$ cat src/rtl/core/arpc_pkg.sv
// arpc_pkg: shared types and constants for the arp responder with cache
// used by arpc_cell and arp_responder_with_cache; no dependencies
`timescale 1ns / 1ps
`default_nettype none

package arpc_pkg;

    localparam int IN_DATA_W  = 224;
    localparam int OUT_DATA_W = 264;

    localparam logic [15:0] MIN_MSG_LEN = 16'd28;
    localparam logic [15:0] HW_ETHERNET = 16'h0001;
    localparam logic [15:0] PROTO_IPV4  = 16'h0800;
    localparam logic [7:0]  HW_ADDR_LEN = 8'd6;
    localparam logic [7:0]  IP_ADDR_LEN = 8'd4;
    localparam logic [15:0] OP_REQUEST  = 16'd1;
    localparam logic [15:0] OP_REPLY    = 16'd2;
    localparam logic [47:0] BCAST_MAC   = 48'hFFFF_FFFF_FFFF;

    // outgoing arp operation field
    localparam logic [1:0] FOP_REQUEST = 2'd1;
    localparam logic [1:0] FOP_REPLY   = 2'd2;

    // result kinds
    localparam logic [1:0] KIND_REPLY   = 2'd0;
    localparam logic [1:0] KIND_REQUEST = 2'd1;
    localparam logic [1:0] KIND_MAC     = 2'd2;

    // input selector
    localparam logic FUNC_MSG   = 1'b0;
    localparam logic FUNC_QUERY = 1'b1;

    // configuration register indexes
    localparam logic CFG_LOCAL_MAC = 1'b0;
    localparam logic CFG_LOCAL_IP  = 1'b1;

    // lookup token moving down the cell row
    typedef struct packed {
        logic        act;
        logic [31:0] key;
        logic        hit;
        logic [47:0] mac;
    } t_srch;

    // write command broadcast to the cells
    typedef struct packed {
        logic        upd;
        logic        ins;
        logic [31:0] ip;
        logic [47:0] mac;
    } t_wr;

endpackage

`default_nettype wire

$ cat src/rtl/core/arp_responder_with_cache.sv
// arp_responder_with_cache: arp responder over a row of arpc_cell cache entries (arpc_pkg)
// path: a reply frame is registered in r_res_data, then in the output register once it is free;
// a query token first walks down the cell row, then its result takes the same path
// throughput: one item at a time, tready only while idle; the next item is taken once the last
// is dropped, handed to the output register or issued as a cache write, later on output stalls
// reset: synchronous, clears cache valid bits, victim pointer, local mac and ip
`timescale 1ns / 1ps
`default_nettype none

module arp_responder_with_cache #(
    parameter int CACHE_ENTRIES = 16
) (
    input  wire logic                          i_clk,
    input  wire logic                          i_rst_n,
    // config write port
    input  wire logic                          i_cfg_we,
    input  wire logic                          i_cfg_addr,
    input  wire logic [47:0]                   i_cfg_wdata,
    // input items
    input  wire logic                          i_s_tvalid,
    output logic                               o_s_tready,
    // frame_length, hw_type, proto_type, hw_len, proto_len, opcode,
    // sender_mac, sender_ip, target_ip, query_ip
    input  wire logic [arpc_pkg::IN_DATA_W-1:0] i_s_tdata,
    // func
    input  wire logic                          i_s_tuser,
    // result items
    output logic                               o_m_tvalid,
    input  wire logic                          i_m_tready,
    // frame_dest_mac, frame_opcode, frame_sender_mac, frame_sender_ip,
    // frame_target_mac, frame_target_ip, resolved_mac, zero pad
    output logic [arpc_pkg::OUT_DATA_W-1:0]    o_m_tdata,
    // out_kind
    output logic [1:0]                         o_m_tuser
);
    import arpc_pkg::*;

    localparam int IDX_W = (CACHE_ENTRIES > 1) ? $clog2(CACHE_ENTRIES) : 1;

    typedef enum logic [1:0] {
        S_IDLE,
        S_SCAN,
        S_EMIT
    } t_state;

    t_state                r_state;
    logic [47:0]           r_local_mac;
    logic [31:0]           r_local_ip;
    logic [IDX_W-1:0]      r_victim;
    logic                  r_is_query;
    logic [31:0]           r_key;
    logic [47:0]           r_mac_in;
    t_srch                 r_srch;
    t_wr                   r_wr;
    logic [IDX_W-1:0]      r_wr_idx;
    logic [1:0]            r_res_kind;
    logic [OUT_DATA_W-1:0] r_res_data;
    logic                  r_out_valid;
    logic [1:0]            r_out_kind;
    logic [OUT_DATA_W-1:0] r_out_data;

    t_srch                 w_link [CACHE_ENTRIES+1];
    t_srch                 w_tail;

    // input fields
    logic [15:0] w_frame_length, w_hw_type, w_proto_type, w_opcode;
    logic [7:0]  w_hw_len, w_proto_len;
    logic [47:0] w_sender_mac;
    logic [31:0] w_sender_ip, w_target_ip, w_query_ip;
    logic        w_msg_ok;
    logic [OUT_DATA_W-1:0] w_reply_data, w_req_data, w_mac_data;
    logic        w_out_free;

    assign w_frame_length = i_s_tdata[15:0];
    assign w_hw_type      = i_s_tdata[31:16];
    assign w_proto_type   = i_s_tdata[47:32];
    assign w_hw_len       = i_s_tdata[55:48];
    assign w_proto_len    = i_s_tdata[63:56];
    assign w_opcode       = i_s_tdata[79:64];
    assign w_sender_mac   = i_s_tdata[127:80];
    assign w_sender_ip    = i_s_tdata[159:128];
    assign w_target_ip    = i_s_tdata[191:160];
    assign w_query_ip     = i_s_tdata[223:192];

    assign w_msg_ok = (w_frame_length >= MIN_MSG_LEN) && (w_hw_type == HW_ETHERNET)
                   && (w_proto_type == PROTO_IPV4) && (w_hw_len == HW_ADDR_LEN)
                   && (w_proto_len == IP_ADDR_LEN) && (w_target_ip == r_local_ip);

    assign w_reply_data = {6'd0, 48'd0, w_sender_ip, w_sender_mac, r_local_ip,
                           r_local_mac, FOP_REPLY, w_sender_mac};
    assign w_req_data   = {6'd0, 48'd0, r_key, BCAST_MAC, r_local_ip,
                           r_local_mac, FOP_REQUEST, BCAST_MAC};
    assign w_mac_data   = {6'd0, w_tail.mac, 32'd0, 48'd0, 32'd0, 48'd0, 2'd0, 48'd0};

    assign w_out_free = !r_out_valid || i_m_tready;

    // cell row
    assign w_link[0] = r_srch;
    for (genvar g = 0; g < CACHE_ENTRIES; g++) begin : g_cell
        t_wr w_cell_wr;
        always_comb begin
            w_cell_wr     = r_wr;
            w_cell_wr.ins = r_wr.ins && (r_wr_idx == IDX_W'(g));
        end
        arpc_cell u_cell (
            .i_clk   (i_clk),
            .i_rst_n (i_rst_n),
            .i_srch  (w_link[g]),
            .o_srch  (w_link[g+1]),
            .i_wr    (w_cell_wr)
        );
    end
    assign w_tail = w_link[CACHE_ENTRIES];

    always_ff @(posedge i_clk) begin
        if (!i_rst_n) begin
            r_state     <= S_IDLE;
            r_local_mac <= '0;
            r_local_ip  <= '0;
            r_victim    <= '0;
            r_is_query  <= 1'b0;
            r_srch      <= '0;
            r_wr        <= '0;
            r_wr_idx    <= '0;
            r_out_valid <= 1'b0;
        end else begin
            if (r_out_valid && i_m_tready && (r_state != S_EMIT)) begin
                r_out_valid <= 1'b0;
            end
            if (i_cfg_we) begin
                unique case (i_cfg_addr)
                    CFG_LOCAL_MAC: r_local_mac <= i_cfg_wdata;
                    CFG_LOCAL_IP:  r_local_ip  <= i_cfg_wdata[31:0];
                endcase
            end
            unique case (r_state)
                S_IDLE: begin
                    r_wr.upd <= 1'b0;
                    r_wr.ins <= 1'b0;
                    if (i_s_tvalid) begin
                        if (i_s_tuser == FUNC_QUERY) begin
                            r_srch     <= '{act: 1'b1, key: w_query_ip, hit: 1'b0, mac: '0};
                            r_is_query <= 1'b1;
                            r_key      <= w_query_ip;
                            r_state    <= S_SCAN;
                        end else if (w_msg_ok && (w_opcode == OP_REQUEST)) begin
                            r_res_kind <= KIND_REPLY;
                            r_res_data <= w_reply_data;
                            r_state    <= S_EMIT;
                        end else if (w_msg_ok && (w_opcode == OP_REPLY)) begin
                            r_srch     <= '{act: 1'b1, key: w_sender_ip, hit: 1'b0, mac: '0};
                            r_is_query <= 1'b0;
                            r_key      <= w_sender_ip;
                            r_mac_in   <= w_sender_mac;
                            r_state    <= S_SCAN;
                        end
                    end
                end
                S_SCAN: begin
                    r_srch.act <= 1'b0;
                    if (w_tail.act) begin
                        if (r_is_query) begin
                            r_res_kind <= w_tail.hit ? KIND_MAC : KIND_REQUEST;
                            r_res_data <= w_tail.hit ? w_mac_data : w_req_data;
                            r_state    <= S_EMIT;
                        end else begin
                            r_wr     <= '{upd: w_tail.hit, ins: !w_tail.hit,
                                          ip: r_key, mac: r_mac_in};
                            r_wr_idx <= r_victim;
                            if (!w_tail.hit) begin
                                r_victim <= (r_victim == IDX_W'(CACHE_ENTRIES - 1)) ?
                                            '0 : r_victim + 1'b1;
                            end
                            r_state  <= S_IDLE;
                        end
                    end
                end
                S_EMIT: begin
                    if (w_out_free) begin
                        r_out_valid <= 1'b1;
                        r_out_kind  <= r_res_kind;
                        r_out_data  <= r_res_data;
                        r_state     <= S_IDLE;
                    end
                end
                default: r_state <= S_IDLE;
            endcase
        end
    end

    assign o_s_tready = (r_state == S_IDLE);
    assign o_m_tvalid = r_out_valid;
    assign o_m_tdata  = r_out_data;
    assign o_m_tuser  = r_out_kind;

    // token leaves the row only while a lookup is pending
    a_tail_in_scan: assert property (@(posedge i_clk) disable iff (!i_rst_n)
        w_tail.act |-> (r_state == S_SCAN))
        else $error("lookup token left the cell row outside a scan");

    a_wr_exclusive: assert property (@(posedge i_clk) disable iff (!i_rst_n)
        !(r_wr.upd && r_wr.ins))
        else $error("cache update and insert issued together");

    a_wr_after_scan: assert property (@(posedge i_clk) disable iff (!i_rst_n)
        (r_wr.upd || r_wr.ins) |-> ($past(r_state) == S_SCAN && r_state == S_IDLE))
        else $error("cache write not issued at the end of a scan");

    a_emit_from_tail: assert property (@(posedge i_clk) disable iff (!i_rst_n)
        (r_state == S_SCAN && w_tail.act && r_is_query) |=> (r_state == S_EMIT))
        else $error("query lookup did not produce a result");

endmodule

`default_nettype wire

$ cat src/rtl/core/arpc_cell.sv
// arpc_cell: one cache entry, compares the passing lookup token and forwards it
// depends on arpc_pkg
`timescale 1ns / 1ps
`default_nettype none

module arpc_cell (
    input  wire logic           i_clk,
    input  wire logic           i_rst_n,
    input  wire arpc_pkg::t_srch i_srch,
    output arpc_pkg::t_srch     o_srch,
    input  wire arpc_pkg::t_wr  i_wr
);
    import arpc_pkg::*;

    logic        r_valid;
    logic [31:0] r_ip;
    logic [47:0] r_mac;
    t_srch       r_srch;
    logic        w_match;

    assign w_match = r_valid && (r_ip == i_srch.key);

    always_ff @(posedge i_clk) begin
        if (!i_rst_n) begin
            r_valid <= 1'b0;
            r_srch  <= '0;
        end else begin
            r_srch.act <= i_srch.act;
            r_srch.key <= i_srch.key;
            r_srch.hit <= i_srch.hit || w_match;
            r_srch.mac <= i_srch.hit ? i_srch.mac : r_mac;
            if (i_wr.ins) begin
                r_valid <= 1'b1;
            end
        end
    end

    // payload, no reset
    always_ff @(posedge i_clk) begin
        if (i_wr.ins) begin
            r_ip  <= i_wr.ip;
            r_mac <= i_wr.mac;
        end else if (i_wr.upd && r_valid && (r_ip == i_wr.ip)) begin
            r_mac <= i_wr.mac;
        end
    end

    assign o_srch = r_srch;

endmodule

`default_nettype wire

$ cat config.mk
export PLATFORM = sky130hd
export DESIGN_NAME = arp_responder_with_cache
export DESIGN_NICKNAME = d
export VERILOG_FILES = /design/src/rtl/core/arpc_pkg.sv /design/src/rtl/core/arp_responder_with_cache.sv /design/src/rtl/core/arpc_cell.sv
export SDC_FILE = /design/constraint.sdc
export NUM_CORES = 2
export LEC_CHECK = 0
export BUFFER_PORTS_ARGS = -buffer_cell sky130_fd_sc_hd__buf_2
export CAP_MARGIN = 20
export CORE_ASPECT_RATIO = 1.4
export CORE_MARGIN = 5
export CORE_UTILIZATION = 61
export DETAILED_ROUTE_END_ITERATION = 16
export MAX_ROUTING_LAYER = met4
export PLACE_DENSITY = 0.79
export SYNTH_ARGS = -nofsm -noshare
export SYNTH_HDL_FRONTEND = slang
export SYNTH_HIERARCHICAL = 1
export SYNTH_SLANG_ARGS = --single-unit
$ cat constraint.sdc
create_clock -name i_clk -period 26.5 [get_ports i_clk]
set_input_delay 7.95 -clock i_clk [delete_from_list [all_inputs] [get_ports i_clk]]
set_output_delay 7.95 -clock i_clk [all_outputs]
set_load 0.1 [all_outputs]
# Word-level counts from Yosys, hierarchy flattened
# Index checks and enable logic that the tools add are counted.
# word_totals
elab_cells	420
input_bits	279
regBits	3444
out_inout_bits	268
# classes
bitwise	5
n_addsub	1
mux	88
reduce_logical	124
n_eq_ne	69
n_lt_le_gt_ge	1
# ops
cell	n
48-bit 2-to-1 mux	48
264-bit 2-to-1 mux	5
32-bit equality test	33
264-bit case mux with 2 select lines	1
82-bit 2-to-1 mux	6
258-bit 2-to-1 mux	1
32-bit 2-to-1 mux	3
1-bit logical AND	73
4-bit equality test, second input constant	9
2-bit nonzero test	18
16-bit by 1-bit equality test with 1-bit output, second input constant	2
2-bit 2-to-1 mux	13
1-bit logical OR	17
16-bit by 12-bit equality test with 1-bit output, second input constant	1
16-bit by 2-bit equality test with 1-bit output, second input constant	1
4-bit by 3-bit equality test with 1-bit output, second input constant	4
8-bit by 3-bit equality test with 1-bit output, second input constant	2
16-bit by 5-bit greater-or-equal comparator with 1-bit output, second input constant	1
4-bit AND reduction	4
2-bit inequality test, second input constant	7
3-bit AND reduction	3
4-bit by 2-bit equality test with 1-bit output, second input constant	2
2-bit case mux with 2 select lines	2
7-bit AND reduction	1
other kinds (19)	31

# Depth between registers and ports, before layout
# depth
word_depth	12
mapped_depth	8
mapped_depth_nobuf	6

# Modules after synthesis
# Netlist, hierarchy kept.
# modules_own_cells
module	seq_area_each_um2	area_per_inst_um2	cells_each	instances
arpc_cell	4063.9	5833.1	395	16
arp_responder_with_cache	19218.4	25811.0	1948	1

# Worst setup path before layout
# Ideal clock, no wire load.
# synth_timing
path_kind	input-to-reg
startpoint	input i_rst_n
endpoint	register r_out_data[100], in the netlist o_m_tdata[100] (enable)
path_slack_ns	1.920
cell_stages	3
arrival_ns	23.496
setup_time_ns	1.084
n_path_buf	1
path_cell_list	inv_2 -> clkbuf_1 -> nor3b_1
# synth_between
elab_chain_len	1
# synth_lines
item	line	source
start: declaration	arp_responder_with_cache.sv:14	input wire logic i_rst_n,
3-bit AND reduction (no source line)	--	
end signal: assignment	arp_responder_with_cache.sv:182	r_out_data <= r_res_data;
end: declaration	arp_responder_with_cache.sv:60	logic [OUT_DATA_W-1:0] r_out_data;
# Every way passes these cells.
# A chain may end at the register's enable or synchronous reset.

# Final worst setup path
# layout_timing
startpoint	input i_s_tdata[178] in the netlist's numbering
endpoint	register r_res_data[252] (enable)
# layout_between
elab_chain_len	5
# layout_lines
item	line	source
start: declaration	arp_responder_with_cache.sv:24	input wire logic [arpc_pkg::IN_DATA_W-1:0] i_s_tdata,
32-bit equality test	arp_responder_with_cache.sv:87	&& (w_proto_len == IP_ADDR_LEN) && (w_target_ip == r_local_ip);
1-bit logical AND	arp_responder_with_cache.sv:87	
1-bit logical AND	arp_responder_with_cache.sv:146	end else if (w_msg_ok && (w_opcode == OP_REQUEST)) begin
2-bit by 1-bit inequality test with 1-bit output (no source line)	--	
7-bit AND reduction (no source line)	--	
end signal: assignment	arp_responder_with_cache.sv:148	r_res_data <= w_reply_data;
end signal: assignment	arp_responder_with_cache.sv:164	r_res_data <= w_tail.hit ? w_mac_data : w_req_data;
end: declaration	arp_responder_with_cache.sv:57	logic [OUT_DATA_W-1:0] r_res_data;
# Every way passes these cells.

==> flow_summary.toml <==
[clocking]
clkTransAtPathRegs_ps = 60
cts_buffers = 295
ctsHoldBuffers = 0
cts_root_buf = "clkbuf_16"
post-cts-setup-buffers = 0
cts-htree-levels = 5
clk_latency_ps = 850
cts-resized-gates = 0
tritoncts = "built"
cts_num_sinks = 3285
clock_path_buffers = 4

[setup_path]
crit_chain = "buf_2 > xnor2_1 > nand4_1 > nor4_1 > nand4_1 > a21oi_4 > buf_4 > buf_12"
critPathMaxFanout = 158
r2r_cells = 7
path_delay_family = "simple AND/OR/NAND/NOR gates"
required_ps = 26960
slowest_delay_ps = 650
worst-path-buf-inv = 3
cpMostUsedCell = "nand4_1"
r2r_slack_ps = 21870
crit_path_end_kind = "register"
rr_endpoint = "g_cell[10].u_cell/r_mac[35]$_DFFE_PP_"
cp.depth = 8
crit_start = "i_s_tdata[178]"
crit_path_start_kind = "input pin"
cpMaxStageDelayCell = "buf_4"
crit_type = "input pin to register"
cp.arrival_ps = 11860
r2r_start = "g_cell[0].w_cell_wr[60]$_SDFFE_PN0P_"
worstSetupEndpoint = "r_res_data[252]$_SDFFCE_PN0P_"

[grt]
grtUsageTotal = 0.292
grt_max_degree = 238
grt_first_pass_wirelength_microns = 430000
grt_pass1_vias = 67500
gr-total-overflow = 0
antenna_found_initial = 19

[placed_design]
dp_hpwl_microns = 188000
portBuffers = 538
dp_slack_ps = 14430
place_congestion = 0.936
place_inst = 11000

[drt]
drc = 0
drtIter0Drc = 4714
postRouteAntennaNets = 0
wl_per_cell_microns = 25.3
drt_wl_total_microns = 293000
avgViaCountPerCell = 5.65
via_count = 65400
drt_pass1_iterations = 6

[pwr]
leakage_uw = 0.0487
power_density_nw_per_um2 = 74.8
p_int_uw = 8010
pwr-share-comb = 0.024
switching_share = 0.200
pwr-share-clk = 0.435
max-vdd-ir-drop_v = 0.0000584
seq_power_share = 0.541
power.switching_uw = 2000

[finish]
layout.cells.non_filler = 11600
drive_gt1_frac = 0.132
fillers = 12900
area_delta_synth_final_pct = 13.0
nNetsFinal = 9100

[timing]
clock.fmax_mhz = 87.8
finalSetupViolations = 0
fin_tns_setup_ps = 0
skew_ps = 59.9
setup_ws_ps = 15110
rsz0062_at_grt = "no"
drv_slew = 0
fin_crit_sh = 0.430
max_slew_margin = 0.150
min_period_ps = 11390
hold_violations = 0
tightestPinTransition_ps = 1280

[floorplanning]
die_area_sq_um = 203000
die_w_microns = 382
initial_core_util = 0.613
coreArea_sq_um = 193000
fp.dieH_microns = 531
fp-row-count = 191
io_pins = 547

[hold_path]
hp-class = "register to register"
whs_path_depth = 0

[synthesis]
synth_cells = 8202
ys_warn_count = 6
avgSynthCellArea_sq_um = 14.4
synthesis.area_sq_um = 118000

[run]
maxCapViolations = 0

[outcome]
outcome = "finished clean"
[through the flow]
step                 util  power [uW]  area, sq um  hold slack [ps]
floorplan               -        5690       118000              400
global placement    0.640        5750       124000              401
detailed placement  0.641        5760       124000              405
CTS                 0.692       10100       134000              405
global route        0.692       10300       134000              405
finish              0.692       10000       134000              410
[cell type report]
| cell class | count | area (sq um) | area share |
|---|---|---|---|
| tap | 2509 | 3140 | 0.0235 |
| antenna | 18 | 45.0 | 0.000337 |
| multi-input combinational | 4562 | 33100 | 0.248 |
| sequential | 3285 | 83700 | 0.626 |
| clock buffer | 404 | 8490 | 0.0635 |
| clock inverter | 130 | 1450 | 0.0108 |
| timing repair buffer | 669 | 3760 | 0.0281 |
| inverter | 7 | 33.8 | 0.000253 |
[layer usage]
| metal | wire length (microns) | up-vias | track usage |
|---|---|---|---|
| met3 | 14200 | 657 | 0.0375 |
| met1 | 111000 | 33000 | 0.337 |
| met2 | 154000 | 2053 | 0.516 |
| met4 | 14100 | 0 | 0.125 |
| met5 | 0 | - | - |
| li1 | - | 29700 | - |
[state kept, by name, summed over array words and instances, names as in the netlist]
| signal | cells |
|---|---|
| g_cell.u_cell/r_valid | 16 |
| o_m_tdata | 209 |
| r_res_kind | 2 |
| g_cell.u_cell/r_mac | 768 |
| o_m_tvalid | 1 |
| r_is_query | 1 |
| g_cell.w_cell_wr | 81 |
| g_cell.u_cell/o_srch | 1280 |
| r_wr | 1 |
| o_m_tuser | 2 |
| r_state | 2 |
| r_victim | 4 |
| r_mac_in | 48 |
| r_wr_idx | 4 |
| r_local_mac | 48 |
| g_cell.u_cell/r_ip | 512 |
| r_srch | 33 |
| r_local_ip | 32 |
| r_key | 32 |
| r_res_data | 209 |
[cells in the final DEF (no fill, tap or decap), types with 126 or more instances in the layout]
master / n
edfxtp_1: 1782
nand4_1: 139
xnor2_1: 344
nor4_1: 218
nand2_1: 466
clkbuf_16: 310
a21oi_1: 172
mux2i_1: 800
nor2b_1: 769
buf_4: 126
dfxtp_1: 1484
xor2_1: 715
and2_1: 577
buf_2: 537
[power by group through the flow]
| stage | logic [uW] | registers, uW | clock network [uW] |
|---|---|---|---|
| after floorplan | 142 | 5540 | 0 |
| after global placement | 228 | 5530 | 0 |
| after detailed placement | 234 | 5530 | 0 |
| after CTS | 236 | 5420 | 4410 |
| after global routing | 256 | 5420 | 4640 |
| final | 238 | 5420 | 4350 |
[worst min path at each step]
stage                                   start                  endpoint  slack [ps]
floorplan           r_res_data[100]$_DFFE_PP_  o_m_tdata[100]$_DFFE_PP_         400
global placement    r_res_data[102]$_DFFE_PP_  o_m_tdata[102]$_DFFE_PP_         400
detailed placement  r_res_data[100]$_DFFE_PP_  o_m_tdata[100]$_DFFE_PP_         400
CTS                 r_res_data[101]$_DFFE_PP_  o_m_tdata[101]$_DFFE_PP_         410
global route        r_res_data[101]$_DFFE_PP_  o_m_tdata[101]$_DFFE_PP_         410
finish              r_res_data[101]$_DFFE_PP_  o_m_tdata[101]$_DFFE_PP_         410
Power figures use the tool's default switching activity.
